==> src/sfws_pkg.sv <==
// Shared types and constants for the SPI flash write sequencer.
package sfws_pkg;

    localparam int ADDR_W = 24;
    localparam int CNT_W  = 16;
    localparam int BYTE_W = 8;

    // SPI flash opcodes
    localparam logic [BYTE_W-1:0] OP_BYTE_PROG = 8'h02;
    localparam logic [BYTE_W-1:0] OP_WRDI      = 8'h04;
    localparam logic [BYTE_W-1:0] OP_WREN      = 8'h06;
    localparam logic [BYTE_W-1:0] OP_EBSY      = 8'h70;
    localparam logic [BYTE_W-1:0] OP_DBSY      = 8'h80;
    localparam logic [BYTE_W-1:0] OP_AAI       = 8'hAD;

    // Wait marks after a frame
    localparam logic [1:0] WAIT_NONE = 2'd0;
    localparam logic [1:0] WAIT_BUSY = 2'd1;
    localparam logic [1:0] WAIT_MISO = 2'd2;

    // Request types
    localparam logic REQ_START = 1'b0;
    localparam logic REQ_DATA  = 1'b1;

    // Job kinds passed from the front to the back
    typedef logic [1:0] t_job_op;
    localparam t_job_op JOB_CLOSE     = 2'd0;
    localparam t_job_op JOB_SINGLE    = 2'd1;
    localparam t_job_op JOB_PAIR_OPEN = 2'd2;
    localparam t_job_op JOB_PAIR_CONT = 2'd3;

    typedef struct packed {
        t_job_op             op;
        logic                close_after;
        logic [ADDR_W-1:0]   addr;
        logic [BYTE_W-1:0]   d0;
        logic [BYTE_W-1:0]   d1;
    } t_job;

    typedef struct packed {
        logic full;
        logic empty;
    } t_queue_status;

endpackage

==> src/sfws_front.sv <==
// Front part: accepts requests, tracks the job and classifies each data word.
module sfws_front
    import sfws_pkg::*;
(
    input  logic                 i_clk,
    input  logic                 i_rst_n,
    input  logic                 i_accept,
    input  logic                 i_req_type,
    input  logic [ADDR_W-1:0]    i_start_address,
    input  logic [CNT_W-1:0]     i_byte_count,
    input  logic [BYTE_W-1:0]    i_data_byte,
    output logic                 o_push,
    output t_job                 o_job
);

    logic                r_job_active, n_job_active;
    logic [ADDR_W-1:0]   r_next_address, n_next_address;
    logic [CNT_W-1:0]    r_bytes_left, n_bytes_left;
    logic [BYTE_W-1:0]   r_pending_byte, n_pending_byte;
    logic                r_pending_valid, n_pending_valid;
    logic                r_word_open, n_word_open;

    logic [CNT_W-1:0]    left_after_pair;
    logic [CNT_W-1:0]    left_after_one;

    assign left_after_pair = r_bytes_left - CNT_W'(2);
    assign left_after_one  = r_bytes_left - CNT_W'(1);

    always_comb begin
        n_job_active    = r_job_active;
        n_next_address  = r_next_address;
        n_bytes_left    = r_bytes_left;
        n_pending_byte  = r_pending_byte;
        n_pending_valid = r_pending_valid;
        n_word_open     = r_word_open;
        o_push          = 1'b0;
        o_job.op          = JOB_CLOSE;
        o_job.close_after = 1'b0;
        o_job.addr        = r_next_address;
        o_job.d0          = r_pending_byte;
        o_job.d1          = i_data_byte;

        if (i_accept) begin
            if (i_req_type == REQ_START) begin
                // leave word mode before abandoning the old job
                o_push          = r_word_open;
                o_job.op        = JOB_CLOSE;
                n_word_open     = 1'b0;
                n_pending_valid = 1'b0;
                n_next_address  = i_start_address;
                n_bytes_left    = i_byte_count;
                n_job_active    = (i_byte_count != '0);
            end else if (r_job_active) begin
                if (r_pending_valid) begin
                    o_push            = 1'b1;
                    o_job.op          = r_word_open ? JOB_PAIR_CONT : JOB_PAIR_OPEN;
                    o_job.close_after = (left_after_pair < CNT_W'(2));
                    n_word_open       = !(left_after_pair < CNT_W'(2));
                    n_pending_valid   = 1'b0;
                    n_next_address    = r_next_address + ADDR_W'(2);
                    n_bytes_left      = left_after_pair;
                    n_job_active      = (left_after_pair != '0);
                end else if (!r_word_open &&
                             (r_next_address[0] || r_bytes_left < CNT_W'(2))) begin
                    o_push         = 1'b1;
                    o_job.op       = JOB_SINGLE;
                    n_next_address = r_next_address + ADDR_W'(1);
                    n_bytes_left   = left_after_one;
                    n_job_active   = (left_after_one != '0);
                end else begin
                    // hold the first byte of a pair
                    n_pending_byte  = i_data_byte;
                    n_pending_valid = 1'b1;
                end
            end
        end
    end

    always_ff @(posedge i_clk) begin
        if (!i_rst_n) begin
            r_job_active    <= 1'b0;
            r_next_address  <= '0;
            r_bytes_left    <= '0;
            r_pending_valid <= 1'b0;
            r_word_open     <= 1'b0;
        end else begin
            r_job_active    <= n_job_active;
            r_next_address  <= n_next_address;
            r_bytes_left    <= n_bytes_left;
            r_pending_valid <= n_pending_valid;
            r_word_open     <= n_word_open;
        end
    end

    always_ff @(posedge i_clk) begin
        r_pending_byte <= n_pending_byte;
    end

endmodule

==> src/sfws_queue.sv <==
// Two-entry job queue between the front and back parts.
module sfws_queue
    import sfws_pkg::*;
(
    input  logic          i_clk,
    input  logic          i_rst_n,
    input  logic          i_push,
    input  t_job          i_job,
    input  logic          i_pop,
    output t_job          o_job,
    output t_queue_status o_status
);

    t_job       r_mem [2];
    logic       r_wr_ptr;
    logic       r_rd_ptr;
    logic [1:0] r_count;

    assign o_job          = r_mem[r_rd_ptr];
    assign o_status.full  = (r_count == 2'd2);
    assign o_status.empty = (r_count == 2'd0);

    always_ff @(posedge i_clk) begin
        if (!i_rst_n) begin
            r_wr_ptr <= 1'b0;
            r_rd_ptr <= 1'b0;
            r_count  <= 2'd0;
        end else begin
            if (i_push) begin
                r_wr_ptr <= !r_wr_ptr;
            end
            if (i_pop) begin
                r_rd_ptr <= !r_rd_ptr;
            end
            case ({i_push, i_pop})
                2'b10:   r_count <= r_count + 2'd1;
                2'b01:   r_count <= r_count - 2'd1;
                default: r_count <= r_count;
            endcase
        end
    end

    always_ff @(posedge i_clk) begin
        if (i_push) begin
            r_mem[r_wr_ptr] <= i_job;
        end
    end

endmodule

==> src/sfws_back.sv <==
// Back part: expands each queued job into SPI bytes, one per cycle unless stalled.
module sfws_back
    import sfws_pkg::*;
(
    input  logic                 i_clk,
    input  logic                 i_rst_n,
    input  t_job                 i_job,
    input  t_queue_status        i_status,
    output logic                 o_pop,
    output logic                 o_out_valid,
    input  logic                 i_out_ready,
    output logic [BYTE_W-1:0]    o_spi_byte,
    output logic                 o_frame_start,
    output logic                 o_frame_end,
    output logic [1:0]           o_wait_after,
    output logic                 o_last
);

    localparam logic [3:0] S_EBSY = 4'd0;
    localparam logic [3:0] S_WREN = 4'd1;
    localparam logic [3:0] S_AAI  = 4'd2;
    localparam logic [3:0] S_BP   = 4'd3;
    localparam logic [3:0] S_A2   = 4'd4;
    localparam logic [3:0] S_A1   = 4'd5;
    localparam logic [3:0] S_A0   = 4'd6;
    localparam logic [3:0] S_D0   = 4'd7;
    localparam logic [3:0] S_D1   = 4'd8;
    localparam logic [3:0] S_DS   = 4'd9;
    localparam logic [3:0] S_WRDI = 4'd10;
    localparam logic [3:0] S_DBSY = 4'd11;

    logic        r_busy;
    t_job        r_job;
    logic [3:0]  r_slot;
    logic [3:0]  next_slot;
    logic [3:0]  start_slot;
    logic        advance;
    logic        load;

    logic              r_out_valid;
    logic [BYTE_W-1:0] r_spi_byte;
    logic              r_frame_start;
    logic              r_frame_end;
    logic [1:0]        r_wait_after;
    logic              r_last;

    logic [BYTE_W-1:0] slot_byte;
    logic              slot_fs;
    logic              slot_fe;
    logic [1:0]        slot_wait;
    logic              slot_last;

    assign advance = r_busy && (!r_out_valid || i_out_ready);
    assign load    = !i_status.empty && (!r_busy || (advance && slot_last));
    assign o_pop   = load;

    always_comb begin
        unique case (i_job.op)
            JOB_CLOSE:     start_slot = S_WRDI;
            JOB_SINGLE:    start_slot = S_WREN;
            JOB_PAIR_OPEN: start_slot = S_EBSY;
            JOB_PAIR_CONT: start_slot = S_AAI;
            default:       start_slot = S_WRDI;
        endcase
    end

    always_comb begin
        slot_byte = OP_WREN;
        slot_fs   = 1'b0;
        slot_fe   = 1'b0;
        slot_wait = WAIT_NONE;
        slot_last = 1'b0;
        next_slot = r_slot;
        unique case (r_slot)
            S_EBSY: begin
                slot_byte = OP_EBSY;
                slot_fs   = 1'b1;
                slot_fe   = 1'b1;
                next_slot = S_WREN;
            end
            S_WREN: begin
                slot_byte = OP_WREN;
                slot_fs   = 1'b1;
                slot_fe   = 1'b1;
                next_slot = (r_job.op == JOB_SINGLE) ? S_BP : S_AAI;
            end
            S_AAI: begin
                slot_byte = OP_AAI;
                slot_fs   = 1'b1;
                next_slot = (r_job.op == JOB_PAIR_OPEN) ? S_A2 : S_D0;
            end
            S_BP: begin
                slot_byte = OP_BYTE_PROG;
                slot_fs   = 1'b1;
                next_slot = S_A2;
            end
            S_A2: begin
                slot_byte = r_job.addr[23:16];
                next_slot = S_A1;
            end
            S_A1: begin
                slot_byte = r_job.addr[15:8];
                next_slot = S_A0;
            end
            S_A0: begin
                slot_byte = r_job.addr[7:0];
                next_slot = (r_job.op == JOB_SINGLE) ? S_DS : S_D0;
            end
            S_D0: begin
                slot_byte = r_job.d0;
                next_slot = S_D1;
            end
            S_D1: begin
                slot_byte = r_job.d1;
                slot_fe   = 1'b1;
                slot_wait = WAIT_MISO;
                slot_last = !r_job.close_after;
                next_slot = S_WRDI;
            end
            S_DS: begin
                slot_byte = r_job.d1;
                slot_fe   = 1'b1;
                slot_wait = WAIT_BUSY;
                slot_last = 1'b1;
            end
            S_WRDI: begin
                slot_byte = OP_WRDI;
                slot_fs   = 1'b1;
                slot_fe   = 1'b1;
                next_slot = S_DBSY;
            end
            S_DBSY: begin
                slot_byte = OP_DBSY;
                slot_fs   = 1'b1;
                slot_fe   = 1'b1;
                slot_last = 1'b1;
            end
            default: begin
                slot_last = 1'b1;
            end
        endcase
    end

    always_ff @(posedge i_clk) begin
        if (!i_rst_n) begin
            r_busy      <= 1'b0;
            r_slot      <= S_WRDI;
            r_out_valid <= 1'b0;
        end else begin
            if (load) begin
                r_busy <= 1'b1;
                r_slot <= start_slot;
            end else if (advance) begin
                r_busy <= !slot_last;
                r_slot <= next_slot;
            end
            if (advance) begin
                r_out_valid <= 1'b1;
            end else if (i_out_ready) begin
                r_out_valid <= 1'b0;
            end
        end
    end

    always_ff @(posedge i_clk) begin
        if (load) begin
            r_job <= i_job;
        end
        if (advance) begin
            r_spi_byte    <= slot_byte;
            r_frame_start <= slot_fs;
            r_frame_end   <= slot_fe;
            r_wait_after  <= slot_wait;
            r_last        <= slot_last;
        end
    end

    assign o_out_valid   = r_out_valid;
    assign o_spi_byte    = r_spi_byte;
    assign o_frame_start = r_frame_start;
    assign o_frame_end   = r_frame_end;
    assign o_wait_after  = r_wait_after;
    assign o_last        = r_last;

endmodule

==> src/spi_flash_write_sequencer_unit.sv <==
// Top level of the SPI flash write sequencer: front, job queue and back part.
//
//  channel | direction | handshake                  | word
//  --------+-----------+----------------------------+------------------------------
//  in      | input     | i_in_valid / o_in_ready    | request: type, address, count, data
//  out     | output    | o_out_valid / i_out_ready  | one SPI byte with frame and wait marks
//
// The front takes one request a cycle while the two-entry job queue has room.
// The back emits one SPI byte a cycle unless stalled; a job is 2 to 10 bytes by its kind
// (close, single byte, first or later pair, with or without a close after it);
// steady word programming gives 3 bytes per 2 data words.
// Reset is synchronous, active low, and clears job state, queue and output.
// A stalled output holds the back part; the front keeps accepting until the queue fills.
module spi_flash_write_sequencer_unit
    import sfws_pkg::*;
(
    input  logic                 i_clk,
    input  logic                 i_rst_n,
    input  logic                 i_in_valid,
    output logic                 o_in_ready,
    input  logic                 i_req_type,
    input  logic [ADDR_W-1:0]    i_start_address,
    input  logic [CNT_W-1:0]     i_byte_count,
    input  logic [BYTE_W-1:0]    i_data_byte,
    output logic                 o_out_valid,
    input  logic                 i_out_ready,
    output logic [BYTE_W-1:0]    o_spi_byte,
    output logic                 o_frame_start,
    output logic                 o_frame_end,
    output logic [1:0]           o_wait_after,
    output logic                 o_last
);

    logic          accept;
    logic          push;
    logic          pop;
    t_job          front_job;
    t_job          queue_job;
    t_queue_status queue_status;

    assign o_in_ready = !queue_status.full;
    assign accept     = i_in_valid && o_in_ready;

    sfws_front u_front (
        .i_clk           (i_clk),
        .i_rst_n         (i_rst_n),
        .i_accept        (accept),
        .i_req_type      (i_req_type),
        .i_start_address (i_start_address),
        .i_byte_count    (i_byte_count),
        .i_data_byte     (i_data_byte),
        .o_push          (push),
        .o_job           (front_job)
    );

    sfws_queue u_queue (
        .i_clk    (i_clk),
        .i_rst_n  (i_rst_n),
        .i_push   (push),
        .i_job    (front_job),
        .i_pop    (pop),
        .o_job    (queue_job),
        .o_status (queue_status)
    );

    sfws_back u_back (
        .i_clk         (i_clk),
        .i_rst_n       (i_rst_n),
        .i_job         (queue_job),
        .i_status      (queue_status),
        .o_pop         (pop),
        .o_out_valid   (o_out_valid),
        .i_out_ready   (i_out_ready),
        .o_spi_byte    (o_spi_byte),
        .o_frame_start (o_frame_start),
        .o_frame_end   (o_frame_end),
        .o_wait_after  (o_wait_after),
        .o_last        (o_last)
    );

endmodule

==> config.mk <==
export PLATFORM = sky130hd
export DESIGN_NAME = spi_flash_write_sequencer_unit
export DESIGN_NICKNAME = d
export VERILOG_FILES = /design/src/sfws_pkg.sv /design/src/sfws_front.sv /design/src/sfws_queue.sv /design/src/sfws_back.sv /design/src/spi_flash_write_sequencer_unit.sv
export SDC_FILE = /design/constraint.sdc
export NUM_CORES = 1
export LEC_CHECK = 0
export ABC_AREA = 1
export BUFFER_PORTS_ARGS = -buffer_cell sky130_fd_sc_hd__buf_4
export CORE_MARGIN = 2
export CORE_UTILIZATION = 30
export CTS_BUF_LIST = sky130_fd_sc_hd__clkbuf_8
export CTS_CLUSTER_SIZE = 8
export DETAILED_ROUTE_END_ITERATION = 12
export PLACE_DENSITY = 0.57
export SLEW_MARGIN = 20
export SYNTH_ARGS = -nofsm -noshare
export SYNTH_HDL_FRONTEND = slang
export SYNTH_HIERARCHICAL = 1
export SYNTH_SLANG_ARGS = --single-unit
==> constraint.sdc <==
create_clock -name i_clk -period 4.7 [get_ports i_clk]
set_input_delay 0.235 -clock i_clk [delete_from_list [all_inputs] [get_ports i_clk]]
set_output_delay 0.235 -clock i_clk [all_outputs]
set_load 0.02 [all_outputs]
Word-level counts from Yosys, hierarchy flattened
Memory sizes are Yosys's and may differ from the RTL's. A register that Yosys moved wholly into a read port is not among the register bits.
Index checks and enable logic that the tools add are counted.
- register bits after elaboration: 117
- bits in writable memories: 86
- input bits: 53
- output and inout bits: 15
- word-level logic and storage cells: 145
- memories: 1
- memories (memory ; words ; bits a word ; read ports ; clocked after memory_dff ; write ports ; line ; text):
    u_queue.r_mem ; 2 ; 43 ; 1 ; 1 ; 1 ; sfws_queue.sv:14 ; t_job r_mem [2];
- add/subtract/negate cells: 6
- $lt $le $gt $ge: 2
- equality and inequality tests: 22
- multiplexer cells: 53
- bitwise operators: 2
- reductions and logical operators: 37
- operators by type and width (cell ; number):
    $mux W24 ; 4
    $pmux W8 S10 ; 1
    $mux W16 ; 4
    $reduce_bool A16 Y1 ; 3
    $pmux W4 S10 ; 1
    $lt A16 B2 Y1 const B ; 2
    $mux W1 ; 31
    $add A24 B1 Y24 const B ; 1
    $add A24 B2 Y24 const B ; 1
    $eq A4 B3 Y1 const B ; 4
    $eq A4 B4 Y1 const B ; 4
    $pmux W4 S4 ; 1
    $sub A16 B1 Y16 const B ; 1
    $sub A16 B2 Y16 const B ; 1
    $mux W4 ; 3
    $reduce_or A6 Y1 ; 2
    $reduce_bool A11 Y1 ; 1
    $eq A2 B2 Y1 const B ; 5
    $logic_not A1 Y1 ; 10
    $reduce_or A9 Y1 ; 1
    $eq A4 B2 Y1 const B ; 2
    $pmux W2 S2 ; 2
    $eq A2 B1 Y1 const B ; 3
    $mux W2 ; 3
    other kinds (17) ; 31

Logic depth before layout (Yosys ltp)
Gate-level depths: netlist (run 1).
- depth in word-level cells: 10
- mapped depth: 17
- depth with buffers taken out: 16

Cells and area by module
Netlist (run 1), hierarchy kept.
- modules (own cells, without submodules) (module ; instances ; cells each ; area an instance (um2) ; seq. area each (um2)):
    sfws_front ; 1 ; 591 ; 3748.6 ; 1101.1
    sfws_queue ; 1 ; 169 ; 3534.6 ; 2682.6
    sfws_back ; 1 ; 216 ; 2521.2 ; 1801.7
    spi_flash_write_sequencer_unit ; 1 ; 3 ; 13.8 ; 0.0

Worst setup path after synthesis (run 1)
OpenSTA, ideal clock, no wires.
- path kind: register to register
- start: register u_front.r_bytes_left[1]
- end: memory u_queue/r_mem[0][0] (netlist name), enable pin
- library setup time: 0.443 ns
- arrival: 3.389 ns
- required time: 4.257 ns
- path slack: 0.867 ns
- cell stages (with the launch flop): 13
- buffers on the path: 1
- clock period less this slack: 3.833 ns
- cells stage by stage: dfxtp_1 inv_1 nand2_2 nor2_4 nand2_2 a21oi_4 nand2_2 nand2_4 inv_2 buf_2 a21oi_1 inv_1 nor2_1
- word-level cells in the longest chain between the ends: 10
- ends and longest elaborated chain (item ; line ; text):
    start, declared ; sfws_front.sv:18 ; logic [CNT_W-1:0] r_bytes_left, n_bytes_left;
    start signal, assigned ; sfws_front.sv:89 ; r_bytes_left <= n_bytes_left;
    $lt A16 B2 Y1 ; sfws_front.sv:64 ; (r_next_address[0] || r_bytes_left < CNT_W'(2))) begin
    $logic_or A1 B1 Y1 ; sfws_front.sv:64 ;
    $logic_and A1 B1 Y1 ; sfws_front.sv:63 ; end else if (!r_word_open &&
    $mux W1 ; sfws_front.sv:63 ;
    $mux W1 ; sfws_front.sv:54 ; if (r_pending_valid) begin
    $mux W1 ; sfws_front.sv:53 ; end else if (r_job_active) begin
    $mux W1 ; sfws_front.sv:44 ; if (i_req_type == REQ_START) begin
    $mux W1 ; sfws_front.sv:43 ; if (i_accept) begin
    net push ; spi_flash_write_sequencer_unit.sv:35 ; logic push;
    $mux W1 ; sfws_queue.sv:44 ; if (i_push) begin
    $mux W1 (not written as such) ; sfws_queue.sv:45 ; r_mem[r_wr_ptr] <= i_job;
    end, declared ; sfws_queue.sv:14 ;
The timed path passes the listed nets, and every way through them passes these cells.

Worst setup path in the final report (run 1)
- start: register u_front.r_bytes_left[3]
- end: memory u_queue/r_mem[0][19] (netlist name), enable pin
The elaborated chain is that of the path after synthesis.

==> results of run 1 <==
-- layout make-up --
cell class,count,area [µm²],area share
sequential,204,5590,0.485
inverter,85,319,0.0277
clock buffer,42,578,0.0502
clock inverter,28,121,0.0105
tap,442,553,0.0480
timing repair buffer,88,696,0.0604
multi-input combinational,655,3660,0.318
-- Yosys cell counts (5+ instances only) --
| cell type | number |
|---|---|
| nand2_2 | 7 |
| nor2_1 | 99 |
| clkbuf_1 | 11 |
| nand3_1 | 48 |
| ha_1 | 9 |
| buf_2 | 5 |
| buf_4 | 11 |
| a31oi_1 | 7 |
| nor2_2 | 7 |
| dfxtp_1 | 54 |
| nor3_1 | 10 |
| inv_1 | 83 |
| o21ai_0 | 43 |
| nand2_1 | 229 |
| o211ai_1 | 7 |
| o21ai_1 | 12 |
| a21oi_1 | 56 |
| mux2_4 | 40 |
| nand4_1 | 17 |
| xor2_1 | 16 |
| edfxtp_1 | 150 |
-- cells in the final DEF, fill, tap and decap left out, types with 2 or more instances in the layout --
master,instances
nor2_4,4
nor2_1,97
or2_2,2
nand4_1,17
a31oi_1,7
inv_1,102
a211oi_1,4
o21ai_1,12
clkbuf_8,42
o21ai_0,43
nand3b_1,4
a22o_1,3
nor3_1,10
dfxtp_1,53
nor4_1,4
nor2_2,8
nand2_2,7
o221ai_1,3
a311oi_2,2
mux2_4,40
buf_4,74
a21oi_1,56
a22oi_1,4
clkinv_2,5
mux2_2,3
inv_6,2
nand2_4,2
nand2_1,229
o211ai_1,7
a221oi_1,3
edfxtp_1,150
dlygate4sd3_1,14
xnor2_1,2
clkinv_1,3
nand3_1,48
ha_1,9
xor2_1,16
-- worst paths after layout --
path                                                 from                         end  slack (ps)  depth (start not counted)
worst max-delay path              u_front/r_bytes_left[3]        u_queue/r_mem[0][19]        1760                         12
worst min register to register  u_front/r_pending_byte[5]        u_queue/r_mem[0][13]         430                          0
worst max register to register    u_front/r_bytes_left[3]        u_queue/r_mem[0][19]        1760                         12
worst min-delay path                  i_start_address[15]  u_front/r_next_address[15]          30                          3
-- layer usage --
layer | up-vias | track usage
met4 | 0 | 0.0486
li1 | 3568 | -
met2 | 224 | 0.229
met5 | - | 0
met1 | 3308 | 0.184
met3 | 37 | 0.0328
-- report_power, final --
part | internal, mW | switching, mW | total (mW)
combinational | 0.815 | 1.37 | 2.18
clock | 0.825 | 0.735 | 1.56
sequential | 2.50 | 0.334 | 2.83
-- per-stage QoR --
step / total power, mW / area (µm²) / setup WS, ps / hold slack (ps)
finish: 6.57 / 11500 / 1760 / 32.0
detailed placement: 5.05 / 10700 / 1560 / 431
global placement: 5.03 / 10700 / 1640 / 424
CTS: 6.64 / 11500 / 1720 / 2.78
global route: 7.05 / 11500 / 1480 / 25.9
floorplan: 4.48 / 9820 / 867 / 319
-- worst min-delay path: cells and delay by family --
kind | cells | cell delay [ps]
buf+inv | 1 | 90
compound gates | 2 | 190
-- registers in the layout, summed over array words and instances (netlist names), 2 cells and up, named ones only --
signal / count
u_front/r_pending_byte: 8
u_back/o_spi_byte: 8
u_queue/r_count: 2
u_back/o_wait_after: 2
u_front/r_bytes_left: 16
u_front/r_next_address: 24
u_back/r_job: 43
u_queue/r_mem: 86
u_back/r_slot: 4
-- repair_timing --
action | CTS | global route
hold buffers | 14 | 0
hold endpoints to repair | 30 | 0
endpoints found under the setup margin | 0 | 0
-- logic make-up after synthesis --
logic type,count (synthesis)
AND/OR/NAND/NOR,434
flip-flops,204
adder cells (fa/ha/maj),9
XOR/XNOR,18
AO/OA/AOI/OAI,151
multiplexers,43
buffers and inverters,120
==> impl_metrics.ini, run 1 <==
[grt]
grt_pass1_vias = 6987
grt_antenna_before_repair = 0
gr-total-overflow = 0
grt_max_degree = 47
grt_pass1_wl_um = 37200
grt_usage = 0.141

[worst_setup_path]
endpoint_kind = flip-flop
cp_num_buf_inv = 3
required_ps = 4840
cpMaxStageDelayCell = buf_4
crit_type = reg2reg
max_stage_delay_ps = 480
cp-start-kind = flip-flop
cp_top_family = simple AND/OR/NAND/NOR gates
path_max_fanout = 45
arrival_ps = 3080
cp_cell_sequence = nor2_4, nand2_2, nor2_4, nand2_2, a21oi_4, nand2_2, nand2_4, inv_2, a21oi_1, inv_1, nor2_4, buf_4

[floorplanning]
rows = 66
fp.dieH_um = 185
ioPinCount = 68
initial_core_util = 0.303
fp.coreArea_um2 = 32400
die_area_um2 = 34200
die_w_um = 185

[detailed_routing]
drt-met1-wl_um = 10600
drc = 0
maxUsedRoutingLayer = met4
wire_per_inst_um = 15.3
wl_um = 23600
ant_nets = 0
first_iter_violations = 574
met2WireLength_um = 10900
drt-pass1-iter-count = 7
route.met3.wl_um = 1490
viasPerCell = 4.62
vias = 7137

[synth]
synth_nets = 1041
yosys.area_share.simple = 0.189
ys_warn_count = 6
synth_area_leader_cell = edfxtp_1
postSynth.asyncResetShare = 0
yosys.area.top_type_share = 0.459
avgSynthCellArea_um2 = 10.0
synth.distinct_cells = 48
synth_top_flop_cell = edfxtp_1
synth_area_um2 = 9820
synth_edf_count = 150
synth_cells = 979
ys_seq_elements = 204
synth_xor_area_frac = 0.0161
synthAdderAreaFrac = 0.0115
synthMuxAreaShare = 0.0646
synth_top_family_by_area = simple AND/OR/NAND/NOR gates
synth-seq-area-share = 0.569
synth_compound_area_frac = 0.0906
synthTopCellsByArea = edfxtp_1 (46%), dfxtp_1 (11%), nand2_1 (8.8%)

[timing]
worst_clock_skew_ps = 42.1
fmax_mhz = 340
slew_headroom = 0.476
setup_viol = 0
period_share = 0.626
rsz0062_at_grt = no
slew_viol_final = 0
worst_pin_slew_ps = 786
final_hold_viol_count = 0
timing.final.crit_period_ps = 2940
setup_tns_ps = 0

[clocking]
cts.sinks = 204
clk_latency_ps = 540
cts_setup_buffers = 0
cts_resized = 0
clock-root-buffer = clkbuf_8
numCtsBuffers = 38
clk_pin_slew_ps = 50
cts_buffer_depth = 3
cts_max_level = 2
cts_tree = done

[placed_design]
place_inst = 1460
gp_congestion = 0.896
hpwl_um = 16300
io_buffers = 67

[final_layout]
area_delta_synth_final_pct = 17.2
fin_util = 0.356
finalNetCount = 1134
fill_cells = 3316
diodes = 0
drive_gt1_frac = 0.178
final_cells = 1544

[status]
status = finished clean

[worst_hold_path]
hold_class = in2reg

[power_and_ir_drop]
leakage_nw = 4.51
irDropWorstVdd_mv = 0.247
p_per_area_nw_per_um2 = 571

[flow_run]
max_cap_violations = 0
Note: power is estimated with default switching activity, not from simulation.
==> run 2, diff against run 1 <==
Clock period 4.7 ns to 2.73 ns, I/O delays scaled along.
==> impl_metrics.ini, run 2 (synthesis results as in run 1) <==
[clocking]
clk_pin_slew_ps = 60
cts_buffer_depth = 3
numCtsBuffers = 38
clock-root-buffer = clkbuf_8
cts_max_level = 2
cts_tree = done
cts.sinks = 204
clk_latency_ps = 530

[floorplanning]
fp.coreArea_um2 = 32400
rows = 66
initial_core_util = 0.303
fp.dieH_um = 185
die_area_um2 = 34200
ioPinCount = 68
die_w_um = 185

[status]
status = finished clean

[flow_run]
max_cap_violations = 0

[worst_hold_path]
hold_class = in2reg
min_path_cells = 2
hp-start = i_rst_n
min_to = u_back/r_slot[3]

[grt]
gr-total-overflow = 0
grt_usage = 0.141
grt_max_degree = 45
grt_antenna_before_repair = 0
grt_pass1_wl_um = 37200
grt_pass1_vias = 7071

[final_layout]
reg_top3 = u_queue/r_mem x86, u_back/r_job x43, u_front/r_next_address x24
final_cell_mix = nand2_1 (229), edfxtp_1 (150), nor2_1 (98)
drive_gt1_frac = 0.183
area_delta_synth_final_pct = 21.5
finalNetCount = 1165
diodes = 0
regMostFlops = u_queue/r_mem
fin_util = 0.368
largest_reg_flops = 86
mostFrequentLayoutCell = nand2_1

[power_and_ir_drop]
leakage_nw = 4.66
p_switching_mw = 4.25
power_frac_clock = 0.257
p_per_area_nw_per_um2 = 987
irDropWorstVdd_mv = 0.555
p_int_mw = 7.52
p_comb_frac = 0.334
power.share.sequential = 0.409
swShare = 0.361

[timing]
period_share = 0.853
final_hold_viol_count = 0
slew_viol_final = 0
rsz0062_at_grt = no
slew_headroom = 0.630
fmax_mhz = 430
setup_viol = 0
worst_clock_skew_ps = 30.5
timing.final.crit_period_ps = 2330
setup_tns_ps = 0
worst_pin_slew_ps = 551

[worst_setup_path]
cp-start-kind = flip-flop
required_ps = 2910
worst-path-stages = 12
max_stage_delay_ps = 310
crit_type = reg2reg
path_max_fanout = 43
endpoint_kind = flip-flop
cp_top_family = buffers and inverters
cp_num_buf_inv = 4
rr_startpoint = u_front/r_bytes_left[1]
cp_common_cell = nand2_2
r2r_slack_ps = 400
r2r-end = u_queue/r_mem[0][5]
cpMaxStageDelayCell = dfxtp_1
arrival_ps = 2510
r2r_cells = 12
cp_cell_sequence = inv_1, nand2_2, nor2_4, nand2_2, a21oi_4, nand2_2, nand2_4, inv_2, a21oi_1, inv_1, nor2_4, buf_12

[placed_design]
hpwl_um = 16600
gp_congestion = 0.894
io_buffers = 67

[detailed_routing]
viasPerCell = 4.63
wire_per_inst_um = 15.2
drt-pass1-iter-count = 6
vias = 7300
drc = 0
first_iter_violations = 572
wl_um = 24000
ant_nets = 0
-- run 2: power by group through the flow --
stage / Clock, mW / Sequential, mW / Combinational [mW]
6_report: 3.02 / 4.82 / 3.93
5_1_grt: 3.28 / 4.91 / 4.39
3_5_place_dp: 0 / 4.89 / 3.88
3_3_place_gp: 0 / 4.87 / 3.86
2_1_floorplan: 0 / 4.74 / 2.97
4_1_cts: 3.12 / 4.83 / 3.94
-- run 2: cell type report --
type | count | area (µm²)
multi-input cells | 655 | 3650
well taps | 442 | 553
repair buffers | 119 | 1020
inverters | 85 | 323
clock buffers | 40 | 551
fillers | 3310 | 20400
flip-flops and latches | 204 | 5590
clock inverters | 30 | 236
-- run 2: worst register-to-register path: cells and delay by family, from the launching register on --
kind	cells	cell delay [ps]
flops	1	310
compound gates	2	350
simple gates	6	630
buf+inv	4	640
-- run 2: timing repair --
item / 4_1_cts / 5_1_grt
hold buffers: 36 / 0
endpoints found under the hold margin: 52 / 0
resized for setup: 0 / 0
buffers inserted: 0 / 0
-- run 2: per-stage QoR --
step | setup WS (ps) | hold WS (ps) | total power [mW] | instance area [µm²] | cells
2_1_floorplan | 73.5 | 221 | 7.71 | 9830 | 979
3_3_place_gp | 475 | 331 | 8.73 | 10800 | 1469
3_5_place_dp | 447 | 332 | 8.77 | 10800 | 1469
4_1_cts | 403 | 2.66 | 11.9 | 11900 | 1575
5_1_grt | 172 | 29.1 | 12.6 | 11900 | 1575
6_report | 402 | 43.4 | 11.8 | 11900 | 1575
-- run 2: worst max path at each step --
stage                                  from                   to  slack (ps)
floorplan           u_front/r_bytes_left[1]  u_queue/r_mem[0][0]          70
global placement    u_front/r_bytes_left[1]   u_queue/r_count[1]         470
detailed placement  u_front/r_bytes_left[1]   u_queue/r_count[1]         450
CTS                 u_front/r_bytes_left[1]  u_queue/r_mem[1][5]         400
global route        u_front/r_bytes_left[1]   u_queue/r_count[1]         170
finish              u_front/r_bytes_left[1]  u_queue/r_mem[0][5]         400
-- run 2: routing by layer --
layer / GRT usage / vias up / wire [µm] / share of wire
met5: 0 / - / 0 / 0
met2: 0.234 / 245 / 11200 / 0.47
li1: - / 3626 / - / -
met4: 0.0533 / 0 / 628 / 0.026
met1: 0.183 / 3384 / 10700 / 0.45
met3: 0.0248 / 45 / 1340 / 0.056
==> run 3, diff against run 2 <==
Settings changed: PLACE_DENSITY 0.57 to 0.53.
==> impl_metrics.ini, run 3 (synthesis results as in run 1) <==
[power_and_ir_drop]
p_switching_mw = 4.28
swShare = 0.370
power_frac_clock = 0.237
total_power_mw = 11.6
irDropWorstVdd_mv = 0.327
leakage_nw = 4.63
power.share.sequential = 0.413
p_per_area_nw_per_um2 = 972
p_comb_frac = 0.350
p_int_mw = 7.28

[timing]
timing.final.crit_period_ps = 2470
fmax_mhz = 404
worst_clock_skew_ps = 30.2
period_share = 0.906
final_hold_viol_count = 0
worst_pin_slew_ps = 592
slew_viol_final = 0
hold_ws_ps = 25.8
slew_headroom = 0.602
rsz0062_at_grt = no
setup_viol = 0
setup_tns_ps = 0

[worst_setup_path]
cp-start-kind = flip-flop
arrival_ps = 2690
path_max_fanout = 10
endpoint_kind = flip-flop
crit_type = reg2reg
required_ps = 2950

[floorplanning]
fp.dieH_um = 185
initial_core_util = 0.303
ioPinCount = 68
die_w_um = 185
die_area_um2 = 34200
rows = 66
fp.coreArea_um2 = 32400

[detailed_routing]
ant_nets = 0
wire_per_inst_um = 15.8
viasPerCell = 4.65
first_iter_violations = 533
drt-pass1-iter-count = 5
wl_um = 24900
vias = 7339
drc = 0

[final_layout]
drive_gt1_frac = 0.182
finalNetCount = 1172
area_delta_synth_final_pct = 21.2
regMostFlops = u_queue/r_mem
mostFrequentLayoutCell = nand2_1
diodes = 0
reg_top3 = u_queue/r_mem x86, u_back/r_job x43, u_front/r_next_address x24
largest_reg_flops = 86
final_cell_mix = nand2_1 (229), edfxtp_1 (150), nor2_1 (98)
fill_cells = 3345

[grt]
grt_pass1_wl_um = 39100
grt_max_degree = 47
gr-total-overflow = 0
grt_pass1_vias = 7202
grt_antenna_before_repair = 0
grt_usage = 0.148

[placed_design]
io_buffers = 67
hpwl_um = 17400
gp_congestion = 0.906

[worst_hold_path]
hold_class = in2reg

[flow_run]
max_cap_violations = 0

[clocking]
cts.sinks = 204
cts_max_level = 2
clock-root-buffer = clkbuf_8
clk_pin_slew_ps = 60
numCtsBuffers = 37
cts_buffer_depth = 3
cts_setup_buffers = 0
clk_latency_ps = 530
cts_tree = done

[status]
status = finished clean
-- run 3: cell types whose count changed in the layout (fill, tap and decap cells not counted) --
cell / before / now
buf_4: 80 / 86
dlygate4sd3_1: 36 / 38
clkinv_1: 5 / 12
clkbuf_8: 40 / 38
clkinv_2: 4 / 2
inv_1: 97 / 91
bufinv_16: 4 / 2
-- run 3: path summary, 6_finish.rpt --
kind	start	to	slack, ps	cells after the start
hold reg to reg	u_front/r_pending_byte[4]	u_queue/r_mem[0][12]	450	0
setup reg to reg	u_front/r_bytes_left[1]	u_queue/r_mem[0][41]	260	12
hold / removal	i_start_address[4]	u_front/r_next_address[4]	30	5
setup / recovery	u_front/r_bytes_left[1]	u_queue/r_mem[0][41]	260	12
-- run 3: critical path, stage by stage, from the launching register on --
cell and delay [ps]:
dfxtp_1 320, inv_1 220, nand2_2 140, nor2_4 160, nand2_2 90, a21oi_4 150
nand2_2 80, nand2_4 60, inv_2 30, a21oi_1 210, inv_1 130, nor2_4 290
buf_4 270
-- run 3: final cells by class --
type | instances | area, µm² | share of cell area
flip-flops and latches | 204 | 5590 | 0.470
multi-input cells | 655 | 3650 | 0.307
repair buffers | 127 | 1090 | 0.0913
well taps | 442 | 553 | 0.0465
clock buffers | 38 | 523 | 0.0440
inverters | 85 | 323 | 0.0271
clock inverters | 27 | 170 | 0.0143
-- run 3: stage by stage --
stage | cell area, µm² | instances | worst slack (ps) | utilization
final | 11900 | 1578 | 256 | 0.368
after global routing | 11900 | 1578 | 73.2 | 0.368
after CTS | 11900 | 1578 | 247 | 0.368
after detailed placement | 10800 | 1475 | 288 | 0.334
after global placement | 10800 | 1475 | 359 | 0.334
after floorplan | 9830 | 979 | 73.5 | -
-- run 3: power by group through the flow --
stage	clock network [mW]	logic, mW	registers, mW
global placement	0	3.97	4.82
floorplan	0	2.97	4.74
CTS	2.84	4.06	4.78
finish	2.74	4.05	4.77
global route	2.97	4.51	4.86
detailed placement	0	3.99	4.84
-- run 3: repair_timing --
action	4_1_cts	5_1_grt
gates resized for setup	0	0
endpoints found under the hold margin	54	0
hold buffers	38	0
endpoints found under the setup margin	0	0
-- run 3: per-layer routing --
layer  vias up  GRT usage  share of wire
li1       3639          -              -
met1      3454      0.201           0.46
met2       214      0.240           0.47
met5         -          0              0
met4         0     0.0422          0.018
met3        32     0.0275          0.055
